===== src/sv/bpid_pkg.sv =====
`default_nettype none

package bpid_pkg;

    // Spacing counter width and the derived widths of the period arithmetic.
    localparam int SPACING_BITS = 16;
    localparam int REF_W        = SPACING_BITS + 1;
    localparam int THR_W        = 15;
    localparam int TOL_W        = 7;
    localparam int PROD_W       = TOL_W + REF_W;
    localparam int SCALE_W      = REF_W + 9;
    localparam int SAMPLE_W     = 16;

    // Configuration port.
    localparam int CFG_IDX_W  = 2;
    localparam int CFG_DATA_W = 15;

    localparam logic [CFG_IDX_W-1:0] CFG_DETECT_THRESHOLD = CFG_IDX_W'(0);
    localparam logic [CFG_IDX_W-1:0] CFG_TOLERANCE        = CFG_IDX_W'(1);

    localparam logic [THR_W-1:0] THR_RESET = THR_W'(5000);
    localparam logic [TOL_W-1:0] TOL_RESET = TOL_W'(60);

    // Spacing count at which two spacings have been skipped and the third is due.
    localparam logic [1:0] SEEN_SKIP = 2'd2;
    localparam logic [1:0] SEEN_FULL = 2'd3;

    typedef struct packed {
        logic bit_valid;
        logic bit_value;
        logic capture_end;
        logic no_bits_error;
    } result_t;

endpackage

`default_nettype wire


===== src/sv/biphase_peak_interval_decoder_unit.sv =====
// Each result is written to the output register or skid entry as its sample is accepted.
// One sample per cycle unless stalled; all per-sample work sits between state registers.
// A one-cycle input stall follows each tolerance write while the tolerance product reloads.
// A two-entry output buffer lets result-less samples keep flowing while a result waits.
// Reset (rst_n, asynchronous, active low) clears all decoder state and restores the
// registers to threshold 5000 and tolerance 60 percent.
`default_nettype none

module biphase_peak_interval_decoder_unit (
    input  wire logic                            clk,
    input  wire logic                            rst_n,
    // Sample channel.
    input  wire logic                            in_valid,
    output logic                                 in_stall,
    input  wire logic signed [bpid_pkg::SAMPLE_W-1:0] sample,
    input  wire logic                            last_sample,
    // Result channel.
    output logic                                 out_valid,
    input  wire logic                            out_stall,
    output logic                                 bit_valid,
    output logic                                 bit_value,
    output logic                                 capture_end,
    output logic                                 no_bits_error,
    // Configuration write channel.
    input  wire logic                            cfg_valid,
    output logic                                 cfg_ready,
    input  wire logic [bpid_pkg::CFG_IDX_W-1:0]  cfg_index,
    input  wire logic [bpid_pkg::CFG_DATA_W-1:0] cfg_data
);
    import bpid_pkg::*;

    localparam logic [SPACING_BITS-1:0] CNT_MAX = '1;

    // The acceptance windows compare |v - c| < floor(x / k) where x is
    // tolerance times reference. For integers this equals k * (|v - c| + 1) <= x,
    // so no divider is needed: k is 100 for the full window and 200 for the half.
    function automatic logic in_win(
        input logic [REF_W-1:0]  v,
        input logic [REF_W-1:0]  c,
        input logic [PROD_W-1:0] x,
        input logic              half
    );
        logic [REF_W-1:0]   delta;
        logic [SCALE_W-1:0] d1;
        logic [SCALE_W-1:0] scaled;
        delta  = (v >= c) ? (v - c) : (c - v);
        d1     = SCALE_W'(delta) + SCALE_W'(1);
        scaled = (d1 << 6) + (d1 << 5) + (d1 << 2);
        if (half)
        begin
            scaled = scaled << 1;
        end
        in_win = (scaled <= SCALE_W'(x));
    endfunction

    // Configuration registers.
    logic [THR_W-1:0] thr_reg;
    logic [TOL_W-1:0] tol_reg;
    logic             refresh_reg;
    logic             cfg_fire;

    // Decoder state.
    logic [SPACING_BITS-1:0] cnt_reg,      cnt_next;
    logic                    in_pulse_reg, in_pulse_next;
    logic [THR_W-1:0]        pmax_reg,     pmax_next;
    logic [SPACING_BITS-1:0] cand_reg,     cand_next;
    logic [1:0]              seen_reg,     seen_next;
    logic [SPACING_BITS-1:0] pend_reg,     pend_next;
    logic                    pv_reg,       pv_next;
    logic [REF_W-1:0]        ref_reg,      ref_next;
    // Tolerance times reference, kept in step with ref_reg.
    logic [PROD_W-1:0]       x_reg,        x_next;

    // Output buffer.
    result_t out_reg, skid_reg, res;
    logic    out_valid_reg, skid_valid_reg;

    logic                    in_fire;
    logic                    res_new;
    logic                    out_take;
    logic [SAMPLE_W-1:0]     raw;
    logic [SAMPLE_W-1:0]     mag;
    logic [THR_W-1:0]        level;
    logic                    above;
    logic                    upd;
    logic                    commit;
    logic [SPACING_BITS-1:0] s;
    logic [SPACING_BITS-1:0] cnt_after;
    logic                    p_half;
    logic                    s_half;
    logic                    p_full;
    logic [REF_W-1:0]        half_ref;
    logic [REF_W-1:0]        mul_a;
    logic [PROD_W-1:0]       prod_a;
    logic [PROD_W-1:0]       prod_p;
    logic                    got_bit;
    logic                    bit_val;

    assign cfg_ready = 1'b1;
    assign cfg_fire  = cfg_valid && cfg_ready;

    // A waiting skid entry means both output slots may be full. The cycle after a
    // tolerance write is spent reloading the tolerance product.
    assign in_stall = skid_valid_reg || refresh_reg;
    assign in_fire  = in_valid && !in_stall;

    // Magnitude of the sample; the most negative code saturates to full scale.
    assign raw   = sample;
    assign mag   = raw[SAMPLE_W-1] ? SAMPLE_W'(~raw + SAMPLE_W'(1)) : raw;
    assign level = mag[SAMPLE_W-1] ? '1 : mag[THR_W-1:0];
    assign above = level > thr_reg;

    // Peak tracking: the first sample holding the run's maximum sets the candidate.
    assign upd = above && (!in_pulse_reg || (level > pmax_reg));
    assign s   = upd ? cnt_reg : cand_reg;

    // A pulse closes on its first sample below threshold, or when the capture
    // ends while a pulse is open.
    assign commit = (in_pulse_reg && !above) || ((in_pulse_reg || above) && last_sample);

    assign half_ref = ref_reg >> 1;
    assign p_half   = in_win(REF_W'(pend_reg), half_ref, x_reg, 1'b1);
    assign s_half   = in_win(REF_W'(s),        half_ref, x_reg, 1'b1);
    assign p_full   = in_win(REF_W'(pend_reg), ref_reg,  x_reg, 1'b0);

    // Products for every value the reference can take next. A new reference
    // from the third spacing comes from cand_reg, since a pulse that closes
    // before the last sample cannot update its candidate in the same cycle.
    assign mul_a  = refresh_reg ? ref_reg : REF_W'(cand_reg);
    assign prod_a = PROD_W'(tol_reg) * PROD_W'(mul_a);
    assign prod_p = PROD_W'(tol_reg) * PROD_W'(pend_reg);

    always_comb
    begin
        cnt_next      = cnt_reg;
        in_pulse_next = in_pulse_reg;
        pmax_next     = pmax_reg;
        cand_next     = cand_reg;
        seen_next     = seen_reg;
        pend_next     = pend_reg;
        pv_next       = pv_reg;
        ref_next      = ref_reg;
        x_next        = x_reg;
        got_bit       = 1'b0;
        bit_val       = 1'b0;
        cnt_after     = cnt_reg;
        res           = '0;

        if (refresh_reg)
        begin
            x_next = prod_a;
        end

        if (in_fire)
        begin
            if (upd)
            begin
                pmax_next = level;
                cand_next = cnt_reg;
            end
            if (above)
            begin
                in_pulse_next = 1'b1;
            end

            if (commit)
            begin
                cnt_after     = cnt_reg - s;
                in_pulse_next = 1'b0;
                pmax_next     = '0;
                cand_next     = '0;
                // A zero spacing only arises from a peak on the very first sample.
                if (s != '0)
                begin
                    if (seen_reg < SEEN_SKIP)
                    begin
                        seen_next = seen_reg + 2'd1;
                    end
                    else if (!pv_reg)
                    begin
                        if (seen_reg == SEEN_SKIP)
                        begin
                            ref_next = REF_W'(s);
                            x_next   = prod_a;
                        end
                        seen_next = SEEN_FULL;
                        pend_next = s;
                        pv_next   = 1'b1;
                    end
                    else
                    begin
                        seen_next = SEEN_FULL;
                        if (p_half)
                        begin
                            if (s_half)
                            begin
                                // Two half periods: a one.
                                ref_next  = {pend_reg, 1'b0};
                                x_next    = prod_p << 1;
                                pv_next   = 1'b0;
                                pend_next = '0;
                                got_bit   = 1'b1;
                                bit_val   = 1'b1;
                            end
                            else
                            begin
                                pend_next = s;
                            end
                        end
                        else if (p_full)
                        begin
                            // One full period: a zero.
                            ref_next  = REF_W'(pend_reg);
                            x_next    = prod_p;
                            pend_next = s;
                            got_bit   = 1'b1;
                        end
                        else
                        begin
                            pend_next = s;
                        end
                    end
                end
            end

            cnt_next = (cnt_after != CNT_MAX) ? cnt_after + SPACING_BITS'(1) : cnt_after;

            res.bit_valid     = got_bit;
            res.bit_value     = got_bit && bit_val;
            res.capture_end   = last_sample;
            res.no_bits_error = last_sample && (seen_next < SEEN_FULL);

            // The capture is over: every state element starts afresh.
            if (last_sample)
            begin
                cnt_next      = '0;
                in_pulse_next = 1'b0;
                pmax_next     = '0;
                cand_next     = '0;
                seen_next     = '0;
                pend_next     = '0;
                pv_next       = 1'b0;
                ref_next      = '0;
                x_next        = '0;
            end
        end
    end

    assign res_new  = in_fire && (got_bit || last_sample);
    assign out_take = out_valid_reg && !out_stall;

    always_ff @(posedge clk or negedge rst_n)
    begin
        if (!rst_n)
        begin
            thr_reg     <= THR_RESET;
            tol_reg     <= TOL_RESET;
            refresh_reg <= 1'b0;
        end
        else
        begin
            refresh_reg <= cfg_fire && (cfg_index == CFG_TOLERANCE);
            if (cfg_fire)
            begin
                case (cfg_index)
                    CFG_DETECT_THRESHOLD: thr_reg <= cfg_data[THR_W-1:0];
                    CFG_TOLERANCE:        tol_reg <= cfg_data[TOL_W-1:0];
                    default:              ;
                endcase
            end
        end
    end

    always_ff @(posedge clk or negedge rst_n)
    begin
        if (!rst_n)
        begin
            cnt_reg      <= '0;
            in_pulse_reg <= 1'b0;
            pmax_reg     <= '0;
            cand_reg     <= '0;
            seen_reg     <= '0;
            pend_reg     <= '0;
            pv_reg       <= 1'b0;
            ref_reg      <= '0;
            x_reg        <= '0;
        end
        else
        begin
            cnt_reg      <= cnt_next;
            in_pulse_reg <= in_pulse_next;
            pmax_reg     <= pmax_next;
            cand_reg     <= cand_next;
            seen_reg     <= seen_next;
            pend_reg     <= pend_next;
            pv_reg       <= pv_next;
            ref_reg      <= ref_next;
            x_reg        <= x_next;
        end
    end

    // Output register with a skid entry behind it. New requests go to the skid
    // entry only when the output register is full and not being taken.
    always_ff @(posedge clk or negedge rst_n)
    begin
        if (!rst_n)
        begin
            out_valid_reg  <= 1'b0;
            skid_valid_reg <= 1'b0;
        end
        else
        begin
            if (skid_valid_reg)
            begin
                if (out_take)
                begin
                    skid_valid_reg <= 1'b0;
                end
            end
            else if (res_new)
            begin
                if (!out_valid_reg || out_take)
                begin
                    out_valid_reg <= 1'b1;
                end
                else
                begin
                    skid_valid_reg <= 1'b1;
                end
            end
            else if (out_take)
            begin
                out_valid_reg <= 1'b0;
            end
        end
    end

    always_ff @(posedge clk)
    begin
        if (skid_valid_reg)
        begin
            if (out_take)
            begin
                out_reg <= skid_reg;
            end
        end
        else if (res_new)
        begin
            if (!out_valid_reg || out_take)
            begin
                out_reg <= res;
            end
            else
            begin
                skid_reg <= res;
            end
        end
    end

    assign out_valid     = out_valid_reg;
    assign bit_valid     = out_reg.bit_valid;
    assign bit_value     = out_reg.bit_value;
    assign capture_end   = out_reg.capture_end;
    assign no_bits_error = out_reg.no_bits_error;

    // The skid entry is only ever filled behind a full output register.
    a_skid_behind_out: assert property (@(posedge clk) disable iff (!rst_n)
        skid_valid_reg |-> out_valid_reg)
        else $error("skid entry holds a request while the output register is empty");

    // The tolerance product tracks the reference except right after a tolerance write.
    a_prod_tracks_ref: assert property (@(posedge clk) disable iff (!rst_n)
        !refresh_reg |-> (x_reg == PROD_W'(tol_reg) * PROD_W'(ref_reg)))
        else $error("tolerance product out of step with reference period");

    // A pending spacing only exists once the reference period has been set.
    a_pending_after_ref: assert property (@(posedge clk) disable iff (!rst_n)
        pv_reg |-> (seen_reg == SEEN_FULL))
        else $error("pending spacing before reference period was set");

    // The last sample of a capture leaves the decoder cleared.
    a_capture_clears: assert property (@(posedge clk) disable iff (!rst_n)
        (in_fire && last_sample) |=> (seen_reg == '0 && !pv_reg && !in_pulse_reg
                                      && ref_reg == '0))
        else $error("decoder state not cleared after capture end");

endmodule

`default_nettype wire


===== config.mk =====
export PLATFORM = sky130hd
export DESIGN_NAME = biphase_peak_interval_decoder_unit
export DESIGN_NICKNAME = d
export VERILOG_FILES = /design/src/sv/bpid_pkg.sv /design/src/sv/biphase_peak_interval_decoder_unit.sv
export SDC_FILE = /design/constraint.sdc
export NUM_CORES = 2
export LEC_CHECK = 0
export ABC_CLOCK_PERIOD_IN_PS = 32400
export BUFFER_PORTS_ARGS = -buffer_cell sky130_fd_sc_hd__buf_2
export CORE_ASPECT_RATIO = 1.25
export CORE_UTILIZATION = 57
export CTS_BUF_LIST = sky130_fd_sc_hd__clkbuf_4 sky130_fd_sc_hd__clkbuf_8 sky130_fd_sc_hd__clkbuf_16
export CTS_CLUSTER_DIAMETER = 100
export DETAILED_ROUTE_END_ITERATION = 8
export HOLD_SLACK_MARGIN = 0.08
export PLACE_DENSITY = 0.77
export SYNTH_ARGS = -nofsm -noshare
export SYNTH_HDL_FRONTEND = slang
export SYNTH_SLANG_ARGS = --single-unit

===== constraint.sdc =====
create_clock -name clk -period 32.4 [get_ports clk]
set_clock_uncertainty 0.15 [all_clocks]
set_input_delay 1.62 -clock clk [delete_from_list [all_inputs] [get_ports clk]]
set_output_delay 1.62 -clock clk [all_outputs]
set_load 0.02 [all_outputs]

==> out/summary.txt <==
Rel. slew slack: 22.9%
CTS Buf Count: 17
Startpoint Class: primary input
DRT Pass-1 Iters: 8
mapped cell area: 27600 µm²
postcts setup bufs: 0
critical-path maximum fanout: 22
status: finished, final reports clean
clock share of power: 15.6%
Vias: 25400
Worst Setup End Kind: flop
initial antenna violation count: 0
critical path's largest stage delay: 0.83 ns
setup TNS: 0 ns
Setup Crit Path Kind: primary input to flop
Distinct cells, synth: 106
Post-Route WL: 82.1 mm
peak supply drop: 0.0627 mV
Largest register FFs: 24
die area: 49300 µm²
post-route ant nets: 0
largest family of logic cells by synthesized area: adder cells
max cap viols: 0
post-synthesis sequential area ratio: 13.0%
PwrDens: 46.4 nW/µm²
Top Ports: 46
Endpoint, Worst Hold: pmax_reg[13]
clk sinks: 141
post-synth top area share: 16.6%
Top FF cell, synth: dfrtp_1
FF+latch count, synth: 141
Synth area leaders: ha_1, fa_1, dfrtp_1
final-report hold violation count: 0
# hold bufs at CTS: 0
worst reg-to-reg path cell count: 42
Comb pwr share: 69.2%
DR WL/cell: 20.2 µm
total track usage: 34.1%
Detail Placement HPWL: 65.4 mm
cells after synthesis: 3468
Hold/Removal Path Class: flop to flop
starting density of the core: 58.0%
FF-to-FF setup slack: 19.13 ns
Fillers: 4346
Core ar.: 47500 µm²
Net Sw Frac: 51.2%
clk buf depth: 2
crit path max-delay cell type: nor2_1
# rows: 89
TritonCTS clock tree: done
dominant cell type by area after synthesis: ha_1
1st-iter DRT viols: 1943
async set-reset flop share out of synthesis: 94.3%
pin count of the biggest net entering global routing: 81
GRT Residual Overflow: 0
ANT cells: 0
Max Clock Freq: 62.9 MHz
internal portion of total power: 0.000654 W
RR Endpoint: ref_reg[4]
xor and xnor area share after synthesis: 7.00%
drt via density: 6.23
RSZ-0062 raised after global routing: no
fraction of the mapped netlist area in adder cells: 30.0%
CP required: 32.64 ns
first-pass GRT wire length: 131 mm
nets@finish: 4009
fin. max-slew vios: 0
die height: 248 µm
CP arrival: 16.13 ns
Reg-to-Reg Start: thr_reg[12]
fin crit period: 15.89 ns
Synth Warn #: 0
delay-heaviest family, CP: compound AO/OA/AOI/OAI gates
Slew @ Worst Pin: 1.15 ns
EDFF count, synth: 8
Setup Viol. Count Final: 0
Clock Pin Slew Worst Setup and Hold Paths: 0.07 ns
layout cells sized above 1: 5.62%
DRC violation count after routing: 0
H-tree levels: 4
Synth-to-Final Area Change: 4.65%
Die X: 199 µm
GPL Wtd Cong: 0.992
share of power burned in registers: 15.1%
Clk Latency, worst-skew pair: 0.46 ns
post-synthesis compound-gate area fraction: 20.0%
Final period util: 49.0%
WP buf/inv: 3
syn avg cell area: 7.96 µm²
vias in the first global route: 24900
total chip power: 0.00134 W
Hold Path Depth: 2
simple-gate area share of the yosys netlist: 18.7%
Port Buffer Count: 44
Resize count post-CTS: 0
multiplexer share of the synthesized area: 3.97%
Psw: 0.000685 W
clk root buf: clkbuf_16
min-delay src: pmax_reg[13]
P_leak: 14.5 nW
most frequent CP cell: a21oi_1
syn nets: 4058
-- worst reg2reg max path: cells and delay by family (launching register included) --
kind                       cells  cell delay, ns
AOI/OAI and AO/OA             21            5.25
and+or+nand+nor                9            3.13
adders and majority gates      5            2.01
muxes                          2            1.22
buffers and inverters          3            0.53
DFF                            1            0.52
xor gates and xnor gates       2            0.39
-- area by class of cell --
| type | count | area [µm²] | area share (%) |
|---|---|---|---|
| clock buffers | 17 | 425 | 1.47 |
| clock inverters | 15 | 179 | 0.620 |
| inverters | 385 | 1450 | 5.00 |
| multi-input cells | 2802 | 22000 | 76.2 |
| flip-flops and latches | 141 | 3580 | 12.4 |
| well taps | 637 | 797 | 2.76 |
| repair buffers | 72 | 437 | 1.51 |
-- stage by stage --
step	setup slack, ns	area [µm²]	util (%)	std cells	hold WS [ns]
5_1_grt	15.46	28900	60.7	4069	0.364
6_report	16.51	28900	60.7	4069	0.332
3_5_place_dp	16.30	28300	59.5	4037	0.315
4_1_cts	16.74	28900	60.7	4069	0.335
2_1_floorplan	18.95	27600	-	3468	0.289
3_3_place_gp	16.66	28300	59.5	4037	0.301
-- synth_stat cells (9+ instances only) --
master	instances
nand4_1	45
ha_1	367
a22o_1	15
nand3b_1	13
nor4_1	21
o21bai_1	21
nor2b_1	44
a211o_1	14
o21ai_0	224
a21o_1	98
nand2b_1	23
nand3_1	60
nand2_1	469
dfrtp_1	124
mux2i_1	84
a31oi_1	19
nor2_1	190
buf_2	14
a211oi_1	36
xnor2_1	123
or2_2	15
a21oi_1	191
dfstp_2	9
o21a_1	39
fa_1	184
o211ai_1	25
and3_1	24
a221oi_1	13
o22ai_1	17
mux2_2	20
xor2_1	94
or3_1	14
o31ai_1	9
inv_1	384
nor3_1	56
and2_1	65
clkbuf_1	111
-- power by group through the flow --
stage / Clock [W] / Combinational [W] / Sequential [W]
4_1_cts: 0.000210 / 0.000914 / 0.000202
3_3_place_gp: 0 / 0.000892 / 0.000204
2_1_floorplan: 0 / 0.000666 / 0.000193
5_1_grt: 0.000216 / 0.00102 / 0.000204
3_5_place_dp: 0 / 0.000907 / 0.000205
6_report: 0.000209 / 0.000927 / 0.000202
-- layer usage --
metal	up-vias	share of wire (%)	global-route usage, %
met1	12000	37	38.8
li1	11900	-	-
met5	-	0	0
met3	342	7.9	6.65
met2	1103	47	57.1
met4	0	8.0	24.3
-- cell usage in the layout, fill, tap and decap left out, types with 15 or more instances in the layout --
cell type and n:
a21oi_1 190, nand3_1 60, nand4_1 45, nand2_1 469, clkbuf_16 17, nor2b_1 44, mux2i_1 84, and3_1 24
a22o_1 15, inv_1 384, and2_1 65, o211ai_1 25, nor2_1 190, o21a_1 39, buf_4 28, xnor2_1 123
fa_1 184, xor2_1 94, o22ai_1 17, o21ai_0 224, ha_1 367, nor4_1 21, o21bai_1 21, dfrtp_1 122
a31oi_1 17, buf_2 43, mux2_2 20, a211oi_1 36, nor3_1 56, or2_2 15, a21o_1 98, nand2b_1 23
-- logic make-up after synthesis --
| kind of cell | count (synthesis) |
|---|---|
| and+or+nand+nor | 1083 |
| AOI/OAI and AO/OA | 842 |
| adders and majority gates | 551 |
| buffers and inverters | 525 |
| xor gates and xnor gates | 219 |
| DFF | 141 |
| muxes | 106 |
| other | 1 |
-- how the worst max path moves through the flow --
stage / from / to / slack [ns] / cells past startpoint
4_1_cts: sample[1] / ref_reg[4] / 16.74 / 48
5_1_grt: sample[1] / ref_reg[4] / 15.46 / 48
2_1_floorplan: sample[1] / bit_valid / 18.95 / 52
3_5_place_dp: sample[1] / ref_reg[4] / 16.30 / 48
6_report: sample[1] / ref_reg[4] / 16.51 / 48
3_3_place_gp: sample[1] / ref_reg[1] / 16.66 / 48
Power figures use the tool's default switching activity.
